**src/hdl/assert_macros.svh**
```systemverilog
// Assertion macros shared by the slice index generator modules.
`ifndef ASSERT_MACROS_SVH
`define ASSERT_MACROS_SVH

// Check a property on every clock edge outside reset.
`define ASSERT_CLK(lbl, prop, msg) \
  lbl: assert property (@(posedge clk_i) disable iff (!rst_ni) (prop)) else $error(msg);

// Check that a condition never occurs outside reset.
`define ASSERT_NEVER(lbl, cond, msg) \
  lbl: assert property (@(posedge clk_i) disable iff (!rst_ni) !(cond)) else $error(msg);

`endif

```
**src/hdl/gsri_pkg.sv**
```systemverilog
// Package with types and constants of the grouped slice row index generator.
`default_nettype none

package gsri_pkg;

  // Field and register widths
  localparam int unsigned ROW_W     = 31;
  localparam int unsigned CFG_W     = 32;
  localparam int unsigned CFG_IDX_W = 3;
  localparam int unsigned CALC_W    = 34;
  localparam int unsigned COUNT_W   = 32;

  // Configuration register indexes
  localparam logic [CFG_IDX_W-1:0] CFG_SLICE_START  = 3'd0;
  localparam logic [CFG_IDX_W-1:0] CFG_START_ABSENT = 3'd1;
  localparam logic [CFG_IDX_W-1:0] CFG_SLICE_STOP   = 3'd2;
  localparam logic [CFG_IDX_W-1:0] CFG_STOP_ABSENT  = 3'd3;
  localparam logic [CFG_IDX_W-1:0] CFG_STEP_SIZE    = 3'd4;
  localparam logic [CFG_IDX_W-1:0] CFG_TOTAL_ROWS   = 3'd5;

  // Walk direction picked by the sign of the step
  typedef enum logic [1:0] {
    MODE_FWD,
    MODE_BWD,
    MODE_ZERO
  } walk_mode_e;

  // Controller states
  typedef enum logic [2:0] {
    ST_IDLE,
    ST_SEL,
    ST_ADJ,
    ST_BASE,
    ST_PROBE,
    ST_CHECK,
    ST_RUN
  } ctrl_state_e;

  // Commands from the controller to the datapath
  typedef struct packed {
    logic load;
    logic sel;
    logic adj;
    logic base;
    logic probe;
    logic check;
    logic emit;
  } gsri_cmd_t;

  // Status from the datapath to the controller
  typedef struct packed {
    logic first_ok;
    logic last;
    logic slot_free;
  } gsri_status_t;

endpackage

`default_nettype wire

```
**src/hdl/gsri_in_if.sv**
```systemverilog
// Input channel interface: one group per transfer.
`default_nettype none

interface gsri_in_if
  import gsri_pkg::*;
();
  logic             valid;
  logic             ready;
  logic [ROW_W-1:0] group_begin;
  logic [ROW_W-1:0] group_end;

  modport source (output valid, output group_begin, output group_end, input ready);
  modport sink   (input valid, input group_begin, input group_end, output ready);
endinterface

`default_nettype wire

```
**src/hdl/gsri_out_if.sv**
```systemverilog
// Output channel interface: one selected row index per transfer.
`default_nettype none

interface gsri_out_if
  import gsri_pkg::*;
();
  logic             valid;
  logic             ready;
  logic [ROW_W-1:0] row_index;
  logic [ROW_W-1:0] emitted_total;
  logic [ROW_W-1:0] group_ordinal;
  logic             last;
  logic             truncated;

  modport source (output valid, output row_index, output emitted_total,
                  output group_ordinal, output last, output truncated, input ready);
  modport sink   (input valid, input row_index, input emitted_total,
                  input group_ordinal, input last, input truncated, output ready);
endinterface

`default_nettype wire

```
**src/hdl/gsri_ctrl.sv**
```systemverilog
// Controller state machine sequencing slice setup and the index walk.
`default_nettype none

`include "assert_macros.svh"

module gsri_ctrl
  import gsri_pkg::*;
(
  input  wire logic         clk_i,
  input  wire logic         rst_ni,
  input  wire logic         in_valid_i,
  output logic              in_ready_o,
  input  wire gsri_status_t status_i,
  output gsri_cmd_t         cmd_o
);

  ctrl_state_e state_q, state_d;

  // Advance through setup, then walk until the last index is loaded for output; an empty group skips the walk
  always_comb begin
    state_d = state_q;
    case (state_q)
      ST_IDLE:  if (in_valid_i) state_d = ST_SEL;
      ST_SEL:   state_d = ST_ADJ;
      ST_ADJ:   state_d = ST_BASE;
      ST_BASE:  state_d = ST_PROBE;
      ST_PROBE: state_d = ST_CHECK;
      ST_CHECK: state_d = status_i.first_ok ? ST_RUN : ST_IDLE;
      ST_RUN: begin
        if (status_i.slot_free && status_i.last) state_d = ST_IDLE;
      end
      default:  state_d = ST_IDLE;
    endcase
  end

  // Decode commands from the state
  always_comb begin
    in_ready_o  = (state_q == ST_IDLE);
    cmd_o       = '0;
    cmd_o.load  = (state_q == ST_IDLE) && in_valid_i;
    cmd_o.sel   = (state_q == ST_SEL);
    cmd_o.adj   = (state_q == ST_ADJ);
    cmd_o.base  = (state_q == ST_BASE);
    cmd_o.probe = (state_q == ST_PROBE);
    cmd_o.check = (state_q == ST_CHECK);
    cmd_o.emit  = (state_q == ST_RUN) && status_i.slot_free;
  end

  // State register
  always_ff @(posedge clk_i or negedge rst_ni) begin
    if (!rst_ni) begin
      state_q <= ST_IDLE;
    end else begin
      state_q <= state_d;
    end
  end

  `ASSERT_CLK(a_load_starts_setup, cmd_o.load |=> state_q == ST_SEL, "load not followed by setup")
  `ASSERT_CLK(a_last_ends_walk, cmd_o.emit && status_i.last |=> state_q == ST_IDLE, "walk did not end")
  `ASSERT_CLK(a_empty_skips_walk, state_q == ST_CHECK && !status_i.first_ok |=> state_q == ST_IDLE, "empty group walked")

endmodule

`default_nettype wire

```
**src/hdl/gsri_datapath.sv**
```systemverilog
// Datapath: configuration registers, slice bound arithmetic, walk and output register.
`default_nettype none

`include "assert_macros.svh"

module gsri_datapath
  import gsri_pkg::*;
#(
  parameter int unsigned MAX_RUN  = 64,
  parameter int unsigned ROW_BITS = 31
) (
  input  wire logic                 clk_i,
  input  wire logic                 rst_ni,
  input  wire logic                 cfg_we_i,
  input  wire logic [CFG_IDX_W-1:0] cfg_index_i,
  input  wire logic [CFG_W-1:0]     cfg_data_i,
  input  wire logic [ROW_W-1:0]     group_begin_i,
  input  wire logic [ROW_W-1:0]     group_end_i,
  input  wire gsri_cmd_t            cmd_i,
  output gsri_status_t              status_o,
  input  wire logic                 out_ready_i,
  output logic                      out_valid_o,
  output logic [ROW_W-1:0]          row_index_o,
  output logic [ROW_W-1:0]          emitted_total_o,
  output logic [ROW_W-1:0]          group_ordinal_o,
  output logic                      last_o,
  output logic                      truncated_o
);

  localparam int unsigned CNT_W   = $clog2(MAX_RUN + 1);
  localparam int unsigned PROBE_W = CFG_W + CNT_W + 2;
  localparam logic [ROW_W-1:0]          RowMask    = {ROW_W{1'b1}} >> (ROW_W - ROW_BITS);
  localparam logic [CNT_W-1:0]          RunMax     = CNT_W'(MAX_RUN);
  localparam logic [CNT_W-1:0]          RunLastIdx = CNT_W'(MAX_RUN - 1);
  localparam logic signed [CFG_W-1:0]   RunMaxS    = CFG_W'(MAX_RUN);
  localparam logic signed [PROBE_W-1:0] RunMaxP    = PROBE_W'(MAX_RUN);

  // Configuration registers
  logic signed [CFG_W-1:0] slice_start_q, slice_stop_q, step_size_q;
  logic                    start_absent_q, stop_absent_q;
  logic [ROW_W-1:0]        total_rows_q;

  // Setup registers
  logic [ROW_W-1:0]          begin_q, n_q;
  logic signed [CALC_W-1:0]  s0_q, t0_q, s1_q, t1_q, cur_q, stop_q;
  logic signed [PROBE_W-1:0] prod_q, probe_q;
  logic                      zero_ok_q, zero_more_q, first_ok_q, more_q;
  logic [CNT_W-1:0]          reps_eff_q, run_cnt_q;

  // Running counters
  logic [COUNT_W-1:0] idx_count_q, nonempty_q;

  // Output register
  logic             out_valid_q;
  logic [ROW_W-1:0] row_index_q, emitted_total_q, group_ordinal_q;
  logic             last_q, truncated_q;

  walk_mode_e                mode;
  logic [ROW_W-1:0]          bm, em, n_d;
  logic signed [CALC_W-1:0]  n_s, begin_s, ss, sp, step_c, total_s;
  logic signed [CALC_W-1:0]  s0_d, t0_d, s1_d, t1_d, s_wrap, t_wrap, nxt;
  logic signed [PROBE_W-1:0] step_p, prod_d, probe_d, stop_p;
  logic                      zero_ok_d, reps_pos, zero_more_d, first_ok_d, more_d;
  logic                      next_ok, last_w, slot_free;
  logic [CNT_W-1:0]          reps_eff_d;
  logic [COUNT_W-1:0]        idx_count_d;

  // Store configuration writes
  always_ff @(posedge clk_i or negedge rst_ni) begin
    if (!rst_ni) begin
      slice_start_q  <= '0;
      start_absent_q <= 1'b1;
      slice_stop_q   <= '0;
      stop_absent_q  <= 1'b1;
      step_size_q    <= CFG_W'(1);
      total_rows_q   <= '0;
    end else if (cfg_we_i) begin
      case (cfg_index_i)
        CFG_SLICE_START:  slice_start_q  <= cfg_data_i;
        CFG_START_ABSENT: start_absent_q <= cfg_data_i[0];
        CFG_SLICE_STOP:   slice_stop_q   <= cfg_data_i;
        CFG_STOP_ABSENT:  stop_absent_q  <= cfg_data_i[0];
        CFG_STEP_SIZE:    step_size_q    <= cfg_data_i;
        CFG_TOTAL_ROWS:   total_rows_q   <= cfg_data_i[ROW_W-1:0];
        default: ;
      endcase
    end
  end

  // Decode walk direction and extend operands
  always_comb begin
    if (step_size_q[CFG_W-1]) begin
      mode = MODE_BWD;
    end else if (step_size_q == '0) begin
      mode = MODE_ZERO;
    end else begin
      mode = MODE_FWD;
    end
    n_s     = $signed(CALC_W'(n_q));
    begin_s = $signed(CALC_W'(begin_q));
    ss      = CALC_W'(slice_start_q);
    sp      = CALC_W'(slice_stop_q);
    step_c  = CALC_W'(step_size_q);
    step_p  = PROBE_W'(step_size_q);
    total_s = $signed(CALC_W'(total_rows_q & RowMask));
  end

  // Mask the group bounds and take its size
  always_comb begin
    bm  = group_begin_i & RowMask;
    em  = group_end_i & RowMask;
    n_d = (em < bm) ? '0 : em - bm;
  end

  // Pick raw start and stop, scale the step for the truncation probe
  always_comb begin
    s0_d = start_absent_q ? '0 : ss;
    t0_d = sp;
    case (mode)
      MODE_FWD: begin
        if (stop_absent_q) t0_d = total_s;
      end
      MODE_BWD: begin
        if (start_absent_q || (ss >= n_s)) s0_d = n_s - CALC_W'(1);
      end
      default: ;
    endcase
    prod_d = step_p * RunMaxP;
  end

  // Count negative bounds from the group end and clamp them; work out the zero-step repeat count
  always_comb begin
    s_wrap = s0_q + n_s;
    t_wrap = t0_q + n_s;
    s1_d   = s0_q;
    if (s0_q[CALC_W-1]) begin
      s1_d = (mode == MODE_FWD && s_wrap[CALC_W-1]) ? '0 : s_wrap;
    end
    case (mode)
      MODE_FWD: begin
        if (t0_q[CALC_W-1]) begin
          t1_d = t_wrap;
        end else begin
          t1_d = (t0_q > n_s) ? n_s : t0_q;
        end
      end
      MODE_BWD: begin
        if (stop_absent_q) begin
          t1_d = {CALC_W{1'b1}};
        end else if (t0_q[CALC_W-1]) begin
          t1_d = t_wrap[CALC_W-1] ? {CALC_W{1'b1}} : t_wrap;
        end else begin
          t1_d = t0_q;
        end
      end
      default: t1_d = '0;
    endcase
    reps_pos    = !stop_absent_q && (slice_stop_q > $signed(CFG_W'(0)));
    zero_more_d = reps_pos && (slice_stop_q > RunMaxS);
    reps_eff_d  = zero_more_d ? RunMax : slice_stop_q[CNT_W-1:0];
    zero_ok_d   = (s0_q[CALC_W-1] ? !s_wrap[CALC_W-1] : (s0_q < n_s)) && reps_pos;
  end

  // Check the first index and the index just past the run limit
  always_comb begin
    probe_d = PROBE_W'(cur_q) + prod_q;
    stop_p  = PROBE_W'(stop_q);
    case (mode)
      MODE_FWD: begin
        first_ok_d = cur_q < stop_q;
        more_d     = probe_q < stop_p;
      end
      MODE_BWD: begin
        first_ok_d = cur_q > stop_q;
        more_d     = probe_q > stop_p;
      end
      default: begin
        first_ok_d = zero_ok_q;
        more_d     = zero_more_q;
      end
    endcase
  end

  // Step the walk and find the final index of the group
  always_comb begin
    nxt     = cur_q + step_c;
    next_ok = (mode == MODE_FWD) ? (nxt < stop_q) : (nxt > stop_q);
    if (run_cnt_q == RunLastIdx) begin
      last_w = 1'b1;
    end else if (mode == MODE_ZERO) begin
      last_w = (run_cnt_q + CNT_W'(1)) == reps_eff_q;
    end else begin
      last_w = !next_ok;
    end
    slot_free   = !out_valid_q || out_ready_i;
    idx_count_d = idx_count_q + COUNT_W'(1);
  end

  // Setup and walk registers
  always_ff @(posedge clk_i) begin
    if (cmd_i.load) begin
      begin_q <= bm;
      n_q     <= n_d;
    end
    if (cmd_i.sel) begin
      s0_q   <= s0_d;
      t0_q   <= t0_d;
      prod_q <= prod_d;
    end
    if (cmd_i.adj) begin
      s1_q        <= s1_d;
      t1_q        <= t1_d;
      zero_ok_q   <= zero_ok_d;
      zero_more_q <= zero_more_d;
      reps_eff_q  <= reps_eff_d;
    end
    if (cmd_i.base) begin
      cur_q  <= s1_q + begin_s;
      stop_q <= t1_q + begin_s;
    end else if (cmd_i.emit) begin
      cur_q  <= nxt;
    end
    if (cmd_i.probe) begin
      probe_q    <= probe_d;
      first_ok_q <= first_ok_d;
    end
    if (cmd_i.check) begin
      more_q <= more_d;
    end
  end

  // Run counter and running totals
  always_ff @(posedge clk_i or negedge rst_ni) begin
    if (!rst_ni) begin
      run_cnt_q   <= '0;
      idx_count_q <= '0;
      nonempty_q  <= '0;
    end else begin
      if (cmd_i.base) begin
        run_cnt_q <= '0;
      end else if (cmd_i.emit) begin
        run_cnt_q <= run_cnt_q + CNT_W'(1);
      end
      if (cmd_i.emit) begin
        idx_count_q <= idx_count_d;
        if (last_w) nonempty_q <= nonempty_q + COUNT_W'(1);
      end
    end
  end

  // Hold the result until the transfer completes
  always_ff @(posedge clk_i or negedge rst_ni) begin
    if (!rst_ni) begin
      out_valid_q <= 1'b0;
    end else if (cmd_i.emit) begin
      out_valid_q <= 1'b1;
    end else if (out_ready_i) begin
      out_valid_q <= 1'b0;
    end
  end

  // Result payload
  always_ff @(posedge clk_i) begin
    if (cmd_i.emit) begin
      row_index_q     <= cur_q[ROW_W-1:0] & RowMask;
      emitted_total_q <= idx_count_d[ROW_W-1:0];
      group_ordinal_q <= nonempty_q[ROW_W-1:0];
      last_q          <= last_w;
      truncated_q     <= more_q;
    end
  end

  assign status_o.first_ok  = first_ok_q;
  assign status_o.last      = last_w;
  assign status_o.slot_free = slot_free;

  assign out_valid_o     = out_valid_q;
  assign row_index_o     = row_index_q;
  assign emitted_total_o = emitted_total_q;
  assign group_ordinal_o = group_ordinal_q;
  assign last_o          = last_q;
  assign truncated_o     = truncated_q;

  `ASSERT_NEVER(a_run_over, cmd_i.emit && (run_cnt_q >= RunMax), "walk ran past the run limit")
  `ASSERT_CLK(a_trunc_full, cmd_i.emit && last_w && more_q |-> run_cnt_q == RunLastIdx, "truncated run ended early")
  `ASSERT_CLK(a_emit_in_bounds, cmd_i.emit && (mode != MODE_ZERO) |-> (mode == MODE_FWD && cur_q < stop_q) || (mode == MODE_BWD && cur_q > stop_q), "index outside slice bounds")

endmodule

`default_nettype wire

```
**src/hdl/grouped_slice_row_index_generator.sv**
```systemverilog
// Grouped slice row index generator: applies one (start, stop, step) slice to each row group.
// Input channel in_chan carries a group's begin and end row offsets; output channel
// out_chan carries one transfer per selected row index, in walk order, with the running
// index count, the count of nonempty groups before this one, a last flag on the
// group's final index and a truncated flag when the run was cut at MAX_RUN indices.
// The slice itself sits in six registers written through cfg_we_i, cfg_index_i and
// cfg_data_i; the user must write them only while the block is idle, and the block
// itself does not enforce this. A group is taken in the idle state, then the setup
// states SEL, ADJ, BASE, PROBE and CHECK work out its bounds and the truncation probe;
// after that the walk adder emits one index per cycle while the output register is
// free or being read. An empty group returns to idle after CHECK. One group is
// processed at a time.
// Reset clears the walk controller, the running counters, the output valid flag and
// sets the slice registers to start absent, stop absent, step one, zero total rows.
// When the receiver stalls, the output register holds its result and the walk
// pauses; a new group is accepted once the previous group's last index is loaded
// into the output register, even while that index still waits.
`default_nettype none

module grouped_slice_row_index_generator
  import gsri_pkg::*;
#(
  parameter int unsigned MAX_RUN  = 64,
  parameter int unsigned ROW_BITS = 31
) (
  input  wire logic                 clk_i,
  input  wire logic                 rst_ni,
  gsri_in_if.sink                   in_chan,
  gsri_out_if.source                out_chan,
  input  wire logic                 cfg_we_i,
  input  wire logic [CFG_IDX_W-1:0] cfg_index_i,
  input  wire logic [CFG_W-1:0]     cfg_data_i
);

  gsri_cmd_t    cmd;
  gsri_status_t status;

  // Sequence setup and walk
  gsri_ctrl u_ctrl (
    .clk_i      (clk_i),
    .rst_ni     (rst_ni),
    .in_valid_i (in_chan.valid),
    .in_ready_o (in_chan.ready),
    .status_i   (status),
    .cmd_o      (cmd)
  );

  // Compute bounds and produce indices
  gsri_datapath #(
    .MAX_RUN  (MAX_RUN),
    .ROW_BITS (ROW_BITS)
  ) u_datapath (
    .clk_i           (clk_i),
    .rst_ni          (rst_ni),
    .cfg_we_i        (cfg_we_i),
    .cfg_index_i     (cfg_index_i),
    .cfg_data_i      (cfg_data_i),
    .group_begin_i   (in_chan.group_begin),
    .group_end_i     (in_chan.group_end),
    .cmd_i           (cmd),
    .status_o        (status),
    .out_ready_i     (out_chan.ready),
    .out_valid_o     (out_chan.valid),
    .row_index_o     (out_chan.row_index),
    .emitted_total_o (out_chan.emitted_total),
    .group_ordinal_o (out_chan.group_ordinal),
    .last_o          (out_chan.last),
    .truncated_o     (out_chan.truncated)
  );

endmodule

`default_nettype wire
```
**src/flat_wrapper.sv**
```systemverilog
// flat-port wrapper written by rule: the top's interface ports become plain ports
module grouped_slice_row_index_generator_flat import gsri_pkg::*;
#(
  parameter int unsigned MAX_RUN  = 64,
  parameter int unsigned ROW_BITS = 31
)
  (clk_i, rst_ni, cfg_we_i, cfg_index_i, cfg_data_i, in_chan_valid, in_chan_group_begin, in_chan_group_end, in_chan_ready, out_chan_valid, out_chan_row_index, out_chan_emitted_total, out_chan_group_ordinal, out_chan_last, out_chan_truncated, out_chan_ready);
  gsri_in_if in_chan_i ();
  gsri_out_if out_chan_i ();
  input  wire logic clk_i;
  input  wire logic rst_ni;
  input  wire logic cfg_we_i;
  input  wire logic [CFG_IDX_W-1:0] cfg_index_i;
  input  wire logic [CFG_W-1:0] cfg_data_i;
  input wire logic [$bits(in_chan_i.valid)-1:0] in_chan_valid;
  input wire logic [$bits(in_chan_i.group_begin)-1:0] in_chan_group_begin;
  input wire logic [$bits(in_chan_i.group_end)-1:0] in_chan_group_end;
  output wire logic [$bits(in_chan_i.ready)-1:0] in_chan_ready;
  output wire logic [$bits(out_chan_i.valid)-1:0] out_chan_valid;
  output wire logic [$bits(out_chan_i.row_index)-1:0] out_chan_row_index;
  output wire logic [$bits(out_chan_i.emitted_total)-1:0] out_chan_emitted_total;
  output wire logic [$bits(out_chan_i.group_ordinal)-1:0] out_chan_group_ordinal;
  output wire logic [$bits(out_chan_i.last)-1:0] out_chan_last;
  output wire logic [$bits(out_chan_i.truncated)-1:0] out_chan_truncated;
  input wire logic [$bits(out_chan_i.ready)-1:0] out_chan_ready;
  assign in_chan_i.valid = in_chan_valid;
  assign in_chan_i.group_begin = in_chan_group_begin;
  assign in_chan_i.group_end = in_chan_group_end;
  assign in_chan_ready = in_chan_i.ready;
  assign out_chan_valid = out_chan_i.valid;
  assign out_chan_row_index = out_chan_i.row_index;
  assign out_chan_emitted_total = out_chan_i.emitted_total;
  assign out_chan_group_ordinal = out_chan_i.group_ordinal;
  assign out_chan_last = out_chan_i.last;
  assign out_chan_truncated = out_chan_i.truncated;
  assign out_chan_i.ready = out_chan_ready;
  grouped_slice_row_index_generator #(.MAX_RUN(MAX_RUN), .ROW_BITS(ROW_BITS)) u_core (.clk_i(clk_i), .rst_ni(rst_ni), .in_chan(in_chan_i), .out_chan(out_chan_i), .cfg_we_i(cfg_we_i), .cfg_index_i(cfg_index_i), .cfg_data_i(cfg_data_i));
endmodule
```
**config.mk**
```make
export PLATFORM = sky130hd
export DESIGN_NAME = grouped_slice_row_index_generator_flat
export DESIGN_NICKNAME = d
export VERILOG_FILES = /design/src/hdl/gsri_pkg.sv /design/src/hdl/gsri_in_if.sv /design/src/hdl/gsri_out_if.sv /design/src/hdl/gsri_ctrl.sv /design/src/hdl/gsri_datapath.sv /design/src/hdl/grouped_slice_row_index_generator.sv /design/src/flat_wrapper.sv
export VERILOG_INCLUDE_DIRS = /design/src /design/src/hdl
export SDC_FILE = /design/constraint.sdc
export NUM_CORES = 2
export LEC_CHECK = 0
export CORE_ASPECT_RATIO = 0.8
export CORE_MARGIN = 2
export CORE_UTILIZATION = 30
export CTS_CLUSTER_DIAMETER = 80
export DETAILED_ROUTE_END_ITERATION = 10
export DONT_BUFFER_PORTS = 1
export GPL_TIMING_DRIVEN = 0
export MAX_ROUTING_LAYER = met4
export PLACE_DENSITY = 0.46
export SLEW_MARGIN = 5
export SYNTH_ARGS = -nofsm -noshare
export SYNTH_HDL_FRONTEND = slang
export SYNTH_HIERARCHICAL = 1
export SYNTH_SLANG_ARGS = --single-unit
```
**constraint.sdc**
```tcl
create_clock -name clk_i -period 8.8 [get_ports clk_i]
set_input_delay 1.76 -clock clk_i [delete_from_list [all_inputs] [get_ports clk_i]]
set_output_delay 1.76 -clock clk_i [all_outputs]
set_load 0.05 [all_outputs]
```
Yosys cells after proc, flatten, opt, wreduce, memory -nomap -nowiden
Index checks and enable logic that the tools add are counted.

word-level totals
  bits in registers = 649
  bits of input ports = 102
  output and inout bits = 97
  logic and storage cells = 132

operators by class
  add/sub/neg operators = 11
  order comparisons = 12
  equal/unequal tests = 17
  multiplexer cells = 31
  bitwise operators = 1
  reduce and logical (&&, ||, !) cells = 28

operator list
  cell                                                             number
  two-way mux 34 bit                                               11
  adder 34 x 32 -> 34 bit                                          5
  two-way mux 33 bit                                               3
  greater-than comparator 34 bit                                   2
  less-than comparator 34 bit                                      2
  one-hot mux 34 bit (2 select lines)                              1
  adder 32 x 1 -> 32 bit (second input constant)                   2
  greater-than comparator 41 x 34 -> 1 bit                         1
  less-than comparator 41 x 34 -> 1 bit                            1
  adder 34 x 38 -> 39 bit                                          1
  greater-than comparator 34 x 32 -> 1 bit                         1
  less-than comparator 34 x 32 -> 1 bit                            1
  greater-or-equal comparator 32 bit                               1
  greater-than comparator 32 x 1 -> 1 bit (second input constant)  1
  greater-than comparator 32 x 8 -> 1 bit (second input constant)  1
  logical NOT 32 bit                                               1
  subtractor 31 x 1 -> 32 bit (second input constant)              1
  less-than comparator 31 bit                                      1
  subtractor 31 bit                                                1
  one-hot mux 3 bit (7 select lines)                               1
  AND reduction 2 bit                                              8
  == test 3 bit (second input constant)                            5
  two-way mux 7 bit                                                2
  == test 3 x 2 -> 1 bit (second input constant)                   4
  19 further kinds                                                 42

Longest topological paths before layout
  word-level depth = 11
  gate-level depth with buffers = 27
  mapped depth without buffers = 25

Modules after synthesis
Netlist, hierarchy kept.

by module, submodules not included
  module         instances  cells an instance  area each (µm²)  sequential area each (µm²)
  gsri_datapath  1          3718               40465.1          18166.2
  gsri_ctrl      1          25                 224.0            75.1

Worst setup path before layout
OpenSTA, ideal clock, no wires.

  kind = register to register
  start = register u_core.u_ctrl.state_q[0]
  end = register u_core.u_datapath.reps_eff_q[0] (enable)
  setup time = 0.623 ns
  arrival = 6.133 ns
  data required time = 8.177 ns
  slack = 2.044 ns
  stages on the path, launching flop included = 3
  buffers on the path = 1
  clock period less this slack = 6.756 ns
  cell sequence = dfrtp_1 buf_2 nor3b_1

RTL lines
  element                 line                  RTL
  start, declared         gsri_ctrl.sv:17       ctrl_state_e state_q, state_d;
  start signal, assigned  gsri_ctrl.sv:54       state_q <= state_d;
  end signal, assigned    gsri_datapath.sv:215  reps_eff_q <= reps_eff_d;
  end, declared           gsri_datapath.sv:48   logic [CNT_W-1:0] reps_eff_q, run_cnt_q;

Worst setup path after layout
  start = register u_core.u_datapath.cur_q[0]
  end = register u_core.u_ctrl.state_q[2]

on the way
  longest elaborated chain between the ends = 9
  elaborated cells on any way between the ends = 10
  those cells by class = add/sub: 1; order compare: 2; eq/ne: 1; mux: 3; reduce/logical: 3

ends and longest elaborated chain
  element                                                                               line                  RTL
  start, declared                                                                       gsri_datapath.sv:45   logic signed [CALC_W-1:0] s0_q, t0_q, s1_q, t1_q, cur_q, stop_q;
  start signal, assigned                                                                gsri_datapath.sv:218  cur_q <= s1_q + begin_s;
  start signal, assigned                                                                gsri_datapath.sv:221  cur_q <= nxt;
  adder 34 x 32 -> 34 bit (*)                                                           gsri_datapath.sv:186  nxt = cur_q + step_c;
  greater-than comparator 34 bit / less-than comparator 34 bit (equally long branches)  gsri_datapath.sv:187  next_ok = (mode == MODE_FWD) ? (nxt < stop_q) : (nxt > stop_q);
  two-way mux 1 bit (*)                                                                 gsri_datapath.sv:187
  logical NOT 1 bit (*)                                                                 gsri_datapath.sv:193  last_w = !next_ok;
  two-way mux 1 bit (*)                                                                 gsri_datapath.sv:190  end else if (mode == MODE_ZERO) begin
  two-way mux 1 bit (*)                                                                 gsri_datapath.sv:188  if (run_cnt_q == RunLastIdx) begin
  net u_core.u_datapath.last_w                                                          gsri_datapath.sv:64   logic next_ok, last_w, slot_free;
  logical AND 1 bit (*)                                                                 gsri_ctrl.sv:30       if (status_i.slot_free && status_i.last) state_d = ST_IDLE;
  inequality test 2 bit (no line) (*)                                                   -
  AND reduction 2 bit (no line) (*)                                                     -

Mark *: on every way through the listed nets, which the timed path passes. The rest lies on a longest branch.
A chain may end at the register's enable or synchronous reset.

==> results summary <==
The placed wire-length estimate after detailed placement is between 100000 and 150000 um. The number of remaining DRC errors is 0. The required time of the critical path came out at 9.44 ns. The number of flops mapped to enable cells by yosys came out at approximately 440.

The mean number of vias per cell is about 5.1. Once the floorplan was initialized, standard cells occupied between 30% and 40% of the core. The number of buffers added for setup after CTS came out at 0. The library cell with the largest summed area after synthesis is sky130_fd_sc_hd__edfxtp_1.

The total non-filler cell area in the finished layout came out at between 40000 and 50000 um^2. The largest clock skew in the final design came out at about 0.043 ns. The all-layer global routing usage is 19.6%.

The proportion of layout cells with a drive suffix above 1 came out at 10.6%. The portion of the clock cycle consumed by the worst path in the final layout is 80.4%. After synthesis the cells add up to approximately 40000 um^2. After clock tree synthesis, the clock-pin slew on the worst setup and hold paths is roughly 0.060 ns.

The wire length of the first global-routing pass is ~190000 um. The number of global-route vias before repair is approximately 28000. The routability congestion estimate is between 0.9 and 1. STA classifies the critical path endpoint as a flip-flop. The count of final hold-check violations came out at 0. The initial DRC count is approximately 2300. The die height came out at 333 um.

TritonCTS built the clock tree. The class of the tightest hold or removal check is flip-flop to flip-flop. The net load switching power is approximately 0.0068 W. The average size of a mapped cell is between 10 and 15 um^2. The worst hold path was traced through 0 stages. The total internal power is between 0.009 and 0.01 W. The maximum number of pins on one net before global-route repair is 203. The die outline area came out at 139000 um^2. The number of buffers inserted by hold repair at cts came out at 0. At the later pin of the worst-skew pair, clock insertion delay measures 0.69 ns. The arrival time at the worst endpoint came out at ~7.7 ns. The count of nets after finishing came out at between 4000 and 5000. Combinational logic burns between 40 and 50% of the power. The synthesis-stage register bit count is approximately 640. The number of different library cells in the post-synthesis netlist is just under 100. After technology mapping, the gate count stands at between 3000 and 4000. The number of gates given a new drive strength after cts came out at 0. By startpoint and endpoint, the worst setup path is classified as flip-flop to flip-flop. The commonest register cell after synthesis is sky130_fd_sc_hd__edfxtp_1.

The shortest clock period the worst path allows after layout came out at just over 7 ns. Setup repair after global routing left no endpoint under its margin. The max-capacitance violation count came out at 0.

The number of buffers inserted during clock tree synthesis is 76. The relative slew slack came out at a little under a fifth. The share of synthesized area occupied by flip-flops and latches came out at 44.8%. Ranked by total cell area, the synthesized netlist is headed by sky130_fd_sc_hd__edfxtp_1 32%, sky130_fd_sc_hd__ha_1 13%, sky130_fd_sc_hd__dfrtp_1 12%.

The number of nets produced by synthesis came out at between 4000 and 5000. The worst-path maximum fanout is 10. The number of H-tree branching levels is 3.

The post-detailed-route wirelength per cell is about 24 um. The sum of internal, switching and leakage power is about 0.016 W. The detailed router placed just under 30000 vias in this run.

The slack of the worst reg-to-reg path is 1.72 ns. Dividing total power by cell area gives a power density of 354 nW/um^2. The number of top-level pins came out at between 150 and 200. After floorplanning, the core was divided into 120 placement rows. The final wirelength came out at roughly 130000 um. The flow ran to the end, and the final reports show no timing, DRC or antenna violations. The number of antenna violations at the first check in global routing came out at 18.

The setup violation total in the final timing report came out at 0. The power share of the clock group is 20.6%. The worst ir drop on vdd is approximately 150 uV.

The tree built by TritonCTS fans out to ~640 sinks. The measured slew at the worst slew-check pin is 1.19 ns. The first detailed-routing pass ran for 5 iterations.

In this run the worst setup path begins at u_core/u_datapath/cur_q[0]. Among all cell types in the netlist, the one instantiated most often is sky130_fd_sc_hd__edfxtp_1. The source of the worst register-to-register timing path is u_core/u_datapath/cur_q[0].

The area of the core is 134000 um^2. The total congestion overflow after global routing came out at 0. The fraction of post-synthesis cell area in the top cell type by area is between 30 and 40%.

The leakage power came out at ~19 nW. After detailed placement, the total cell area comes to roughly 43000 um^2. The count of nets left with antenna violations once routing finished came out at 0. From left edge to right edge, the die measures roughly 420 um. The top achievable clock speed is approximately 140 MHz. The number of cell instances on the worst register-to-register path is 25. The quantity of I/O buffers inserted on ports came out at 0. STA classifies the critical path startpoint as a flip-flop.

The area growth from synthesis to layout is 12.7%. The register share of total power came out at about 34%. The share of flip-flops with an asynchronous set or reset after synthesis came out at between 30% and 40%. The final max-slew violation count came to 0.

The yosys synthesis warning count came out at 6. The capture point of the worst reg-to-reg path is u_core/u_ctrl/state_q[2]. The clock root buffer master is sky130_fd_sc_hd__clkbuf_16.

Sorting the synthesized cells by how often they occur yields 439 x sky130_fd_sc_hd__edfxtp_1, 425 x sky130_fd_sc_hd__ha_1, 263 x sky130_fd_sc_hd__a21oi_1. In this run the worst setup path terminates at u_core/u_ctrl/state_q[2]. The worst-case clock buffer depth is 3.

In this run switching power makes up ~42% of total power.
worst max-delay path, cell delays in order (launching register included):
cell and delay, ns:
sky130_fd_sc_hd__edfxtp_1 0.48, sky130_fd_sc_hd__ha_1 0.29, sky130_fd_sc_hd__fa_1 0.41, sky130_fd_sc_hd__nand3_1 0.13, sky130_fd_sc_hd__a21oi_1 0.08, sky130_fd_sc_hd__a211oi_1 0.47
sky130_fd_sc_hd__o31ai_1 0.26, sky130_fd_sc_hd__a2111oi_2 0.46, sky130_fd_sc_hd__o21ai_1 0.24, sky130_fd_sc_hd__a22oi_1 0.28, sky130_fd_sc_hd__nand2b_1 0.10, sky130_fd_sc_hd__xor2_1 0.23
sky130_fd_sc_hd__ha_1 0.29, sky130_fd_sc_hd__and4_1 0.22, sky130_fd_sc_hd__a21oi_1 0.15, sky130_fd_sc_hd__a21oi_1 0.08, sky130_fd_sc_hd__a211oi_1 0.37, sky130_fd_sc_hd__o211ai_1 0.17
sky130_fd_sc_hd__xnor2_1 0.18, sky130_fd_sc_hd__mux2_2 0.42, sky130_fd_sc_hd__a21oi_1 0.55, sky130_fd_sc_hd__clkbuf_1 0.51, sky130_fd_sc_hd__inv_1 0.12, sky130_fd_sc_hd__buf_4 0.16
sky130_fd_sc_hd__a211oi_1 0.22, sky130_fd_sc_hd__a211o_1 0.13
flip-flops by register name, summed over array words and instances, names as in the netlist, 34 cells and up:
register                   count
u_core/u_datapath/t1_q        34
u_core/u_datapath/probe_q     39
u_core/u_datapath/cur_q       34
u_core/u_datapath/stop_q      34
u_core/u_datapath/s1_q        34
per-stage QoR:
stage / util, % / TNS (ns) / setup slack [ns] / hold slack (ns) / std cells
after global placement: 32.0 / -97.28 / -1.28 / 0.406 / 5512
after CTS: 34.2 / 0 / 1.63 / 0.425 / 5671
final: 34.2 / 0 / 1.72 / 0.423 / 5678
after detailed placement: 32.2 / 0 / 1.66 / 0.412 / 5531
after floorplan: - / 0 / 2.04 / 0.400 / 3743
after global routing: 34.2 / 0 / 1.21 / 0.427 / 5674
area by class of cell:
cell class	count	area [um^2]
clock buffer	95	2080
sequential	641	18200
inverter	222	836
antenna	7	17.5
multi-input combinational	2788	21300
tap	1769	2210
fill	13523	88400
buffer	92	387
clock inverter	45	571
timing repair buffer	19	255
worst min path at each step:
stage | end | slack, ns | from
floorplan | u_core/u_datapath/truncated_o | 0.40 | u_core/u_datapath/more_q
global placement | u_core/u_datapath/truncated_o | 0.41 | u_core/u_datapath/more_q
detailed placement | u_core/u_datapath/truncated_o | 0.41 | u_core/u_datapath/more_q
CTS | u_core/u_datapath/truncated_o | 0.43 | u_core/u_datapath/more_q
global route | u_core/u_datapath/truncated_o | 0.43 | u_core/u_datapath/more_q
finish | u_core/u_datapath/truncated_o | 0.42 | u_core/u_datapath/more_q
power by group through the flow:
stage | logic [W] | clock network (W) | registers, W
6_report | 0.00739 | 0.00335 | 0.00548
5_1_grt | 0.00822 | 0.00356 | 0.00556
4_1_cts | 0.00735 | 0.00345 | 0.00548
3_5_place_dp | 0.00730 | 0 | 0.00553
3_3_place_gp | 0.00717 | 0 | 0.00564
2_1_floorplan | 0.00533 | 0 | 0.00516
cells by family (layout without fill, tap and decap cells):
kind of cell / Yosys count / after routing / share of synthesized area, %
XOR/XNOR: 320 / 320 / 6.89
multiplexers: 198 / 198 / 5.43
other: 0 / 7 / 0
flip-flops: 641 / 641 / 44.8
AND/OR/NAND/NOR: 941 / 941 / 11.6
adder cells (fa/ha/maj): 432 / 432 / 13.4
AO/OA/AOI/OAI: 897 / 897 / 14.8
buffers and inverters: 314 / 473 / 3.00
cells in the final DEF (no fill, tap or decap), types with 20 or more instances in the layout:
cell type	synthesis	routed
sky130_fd_sc_hd__o21bai_1	41	41
sky130_fd_sc_hd__o21ai_0	148	148
sky130_fd_sc_hd__nor2b_1	55	55
sky130_fd_sc_hd__nand3_1	59	59
sky130_fd_sc_hd__nor3_1	63	61
sky130_fd_sc_hd__edfxtp_1	439	439
sky130_fd_sc_hd__dfrtp_1	199	199
sky130_fd_sc_hd__nand4_1	57	57
sky130_fd_sc_hd__nor2_1	251	250
sky130_fd_sc_hd__nand2_1	222	221
sky130_fd_sc_hd__and3_1	29	29
sky130_fd_sc_hd__a21o_1	141	141
sky130_fd_sc_hd__and2_1	25	24
sky130_fd_sc_hd__o2bb2ai_1	34	34
sky130_fd_sc_hd__o21a_1	38	38
sky130_fd_sc_hd__clkbuf_1	59	69
sky130_fd_sc_hd__a21oi_1	263	263
sky130_fd_sc_hd__clkbuf_16	0	78
sky130_fd_sc_hd__mux2_2	181	181
sky130_fd_sc_hd__o211ai_1	20	20
sky130_fd_sc_hd__a211oi_1	26	26
sky130_fd_sc_hd__inv_1	218	218
sky130_fd_sc_hd__nor4_1	33	33
sky130_fd_sc_hd__nand2b_1	54	54
sky130_fd_sc_hd__xnor2_1	207	207
sky130_fd_sc_hd__ha_1	425	425
sky130_fd_sc_hd__xor2_1	113	113
sky130_fd_sc_hd__o31ai_1	23	23
per-layer routing:
layer / GRT usage, % / up-vias / routed length [um]
met1: 29.5 / 14088 / 69400
li1: - / 14035 / -
met5: - / - / 0
met3: 3.20 / 149 / 7620
met4: 4.43 / 0 / 2720
met2: 27.1 / 794 / 54300
Power figures use the tool's default switching activity.
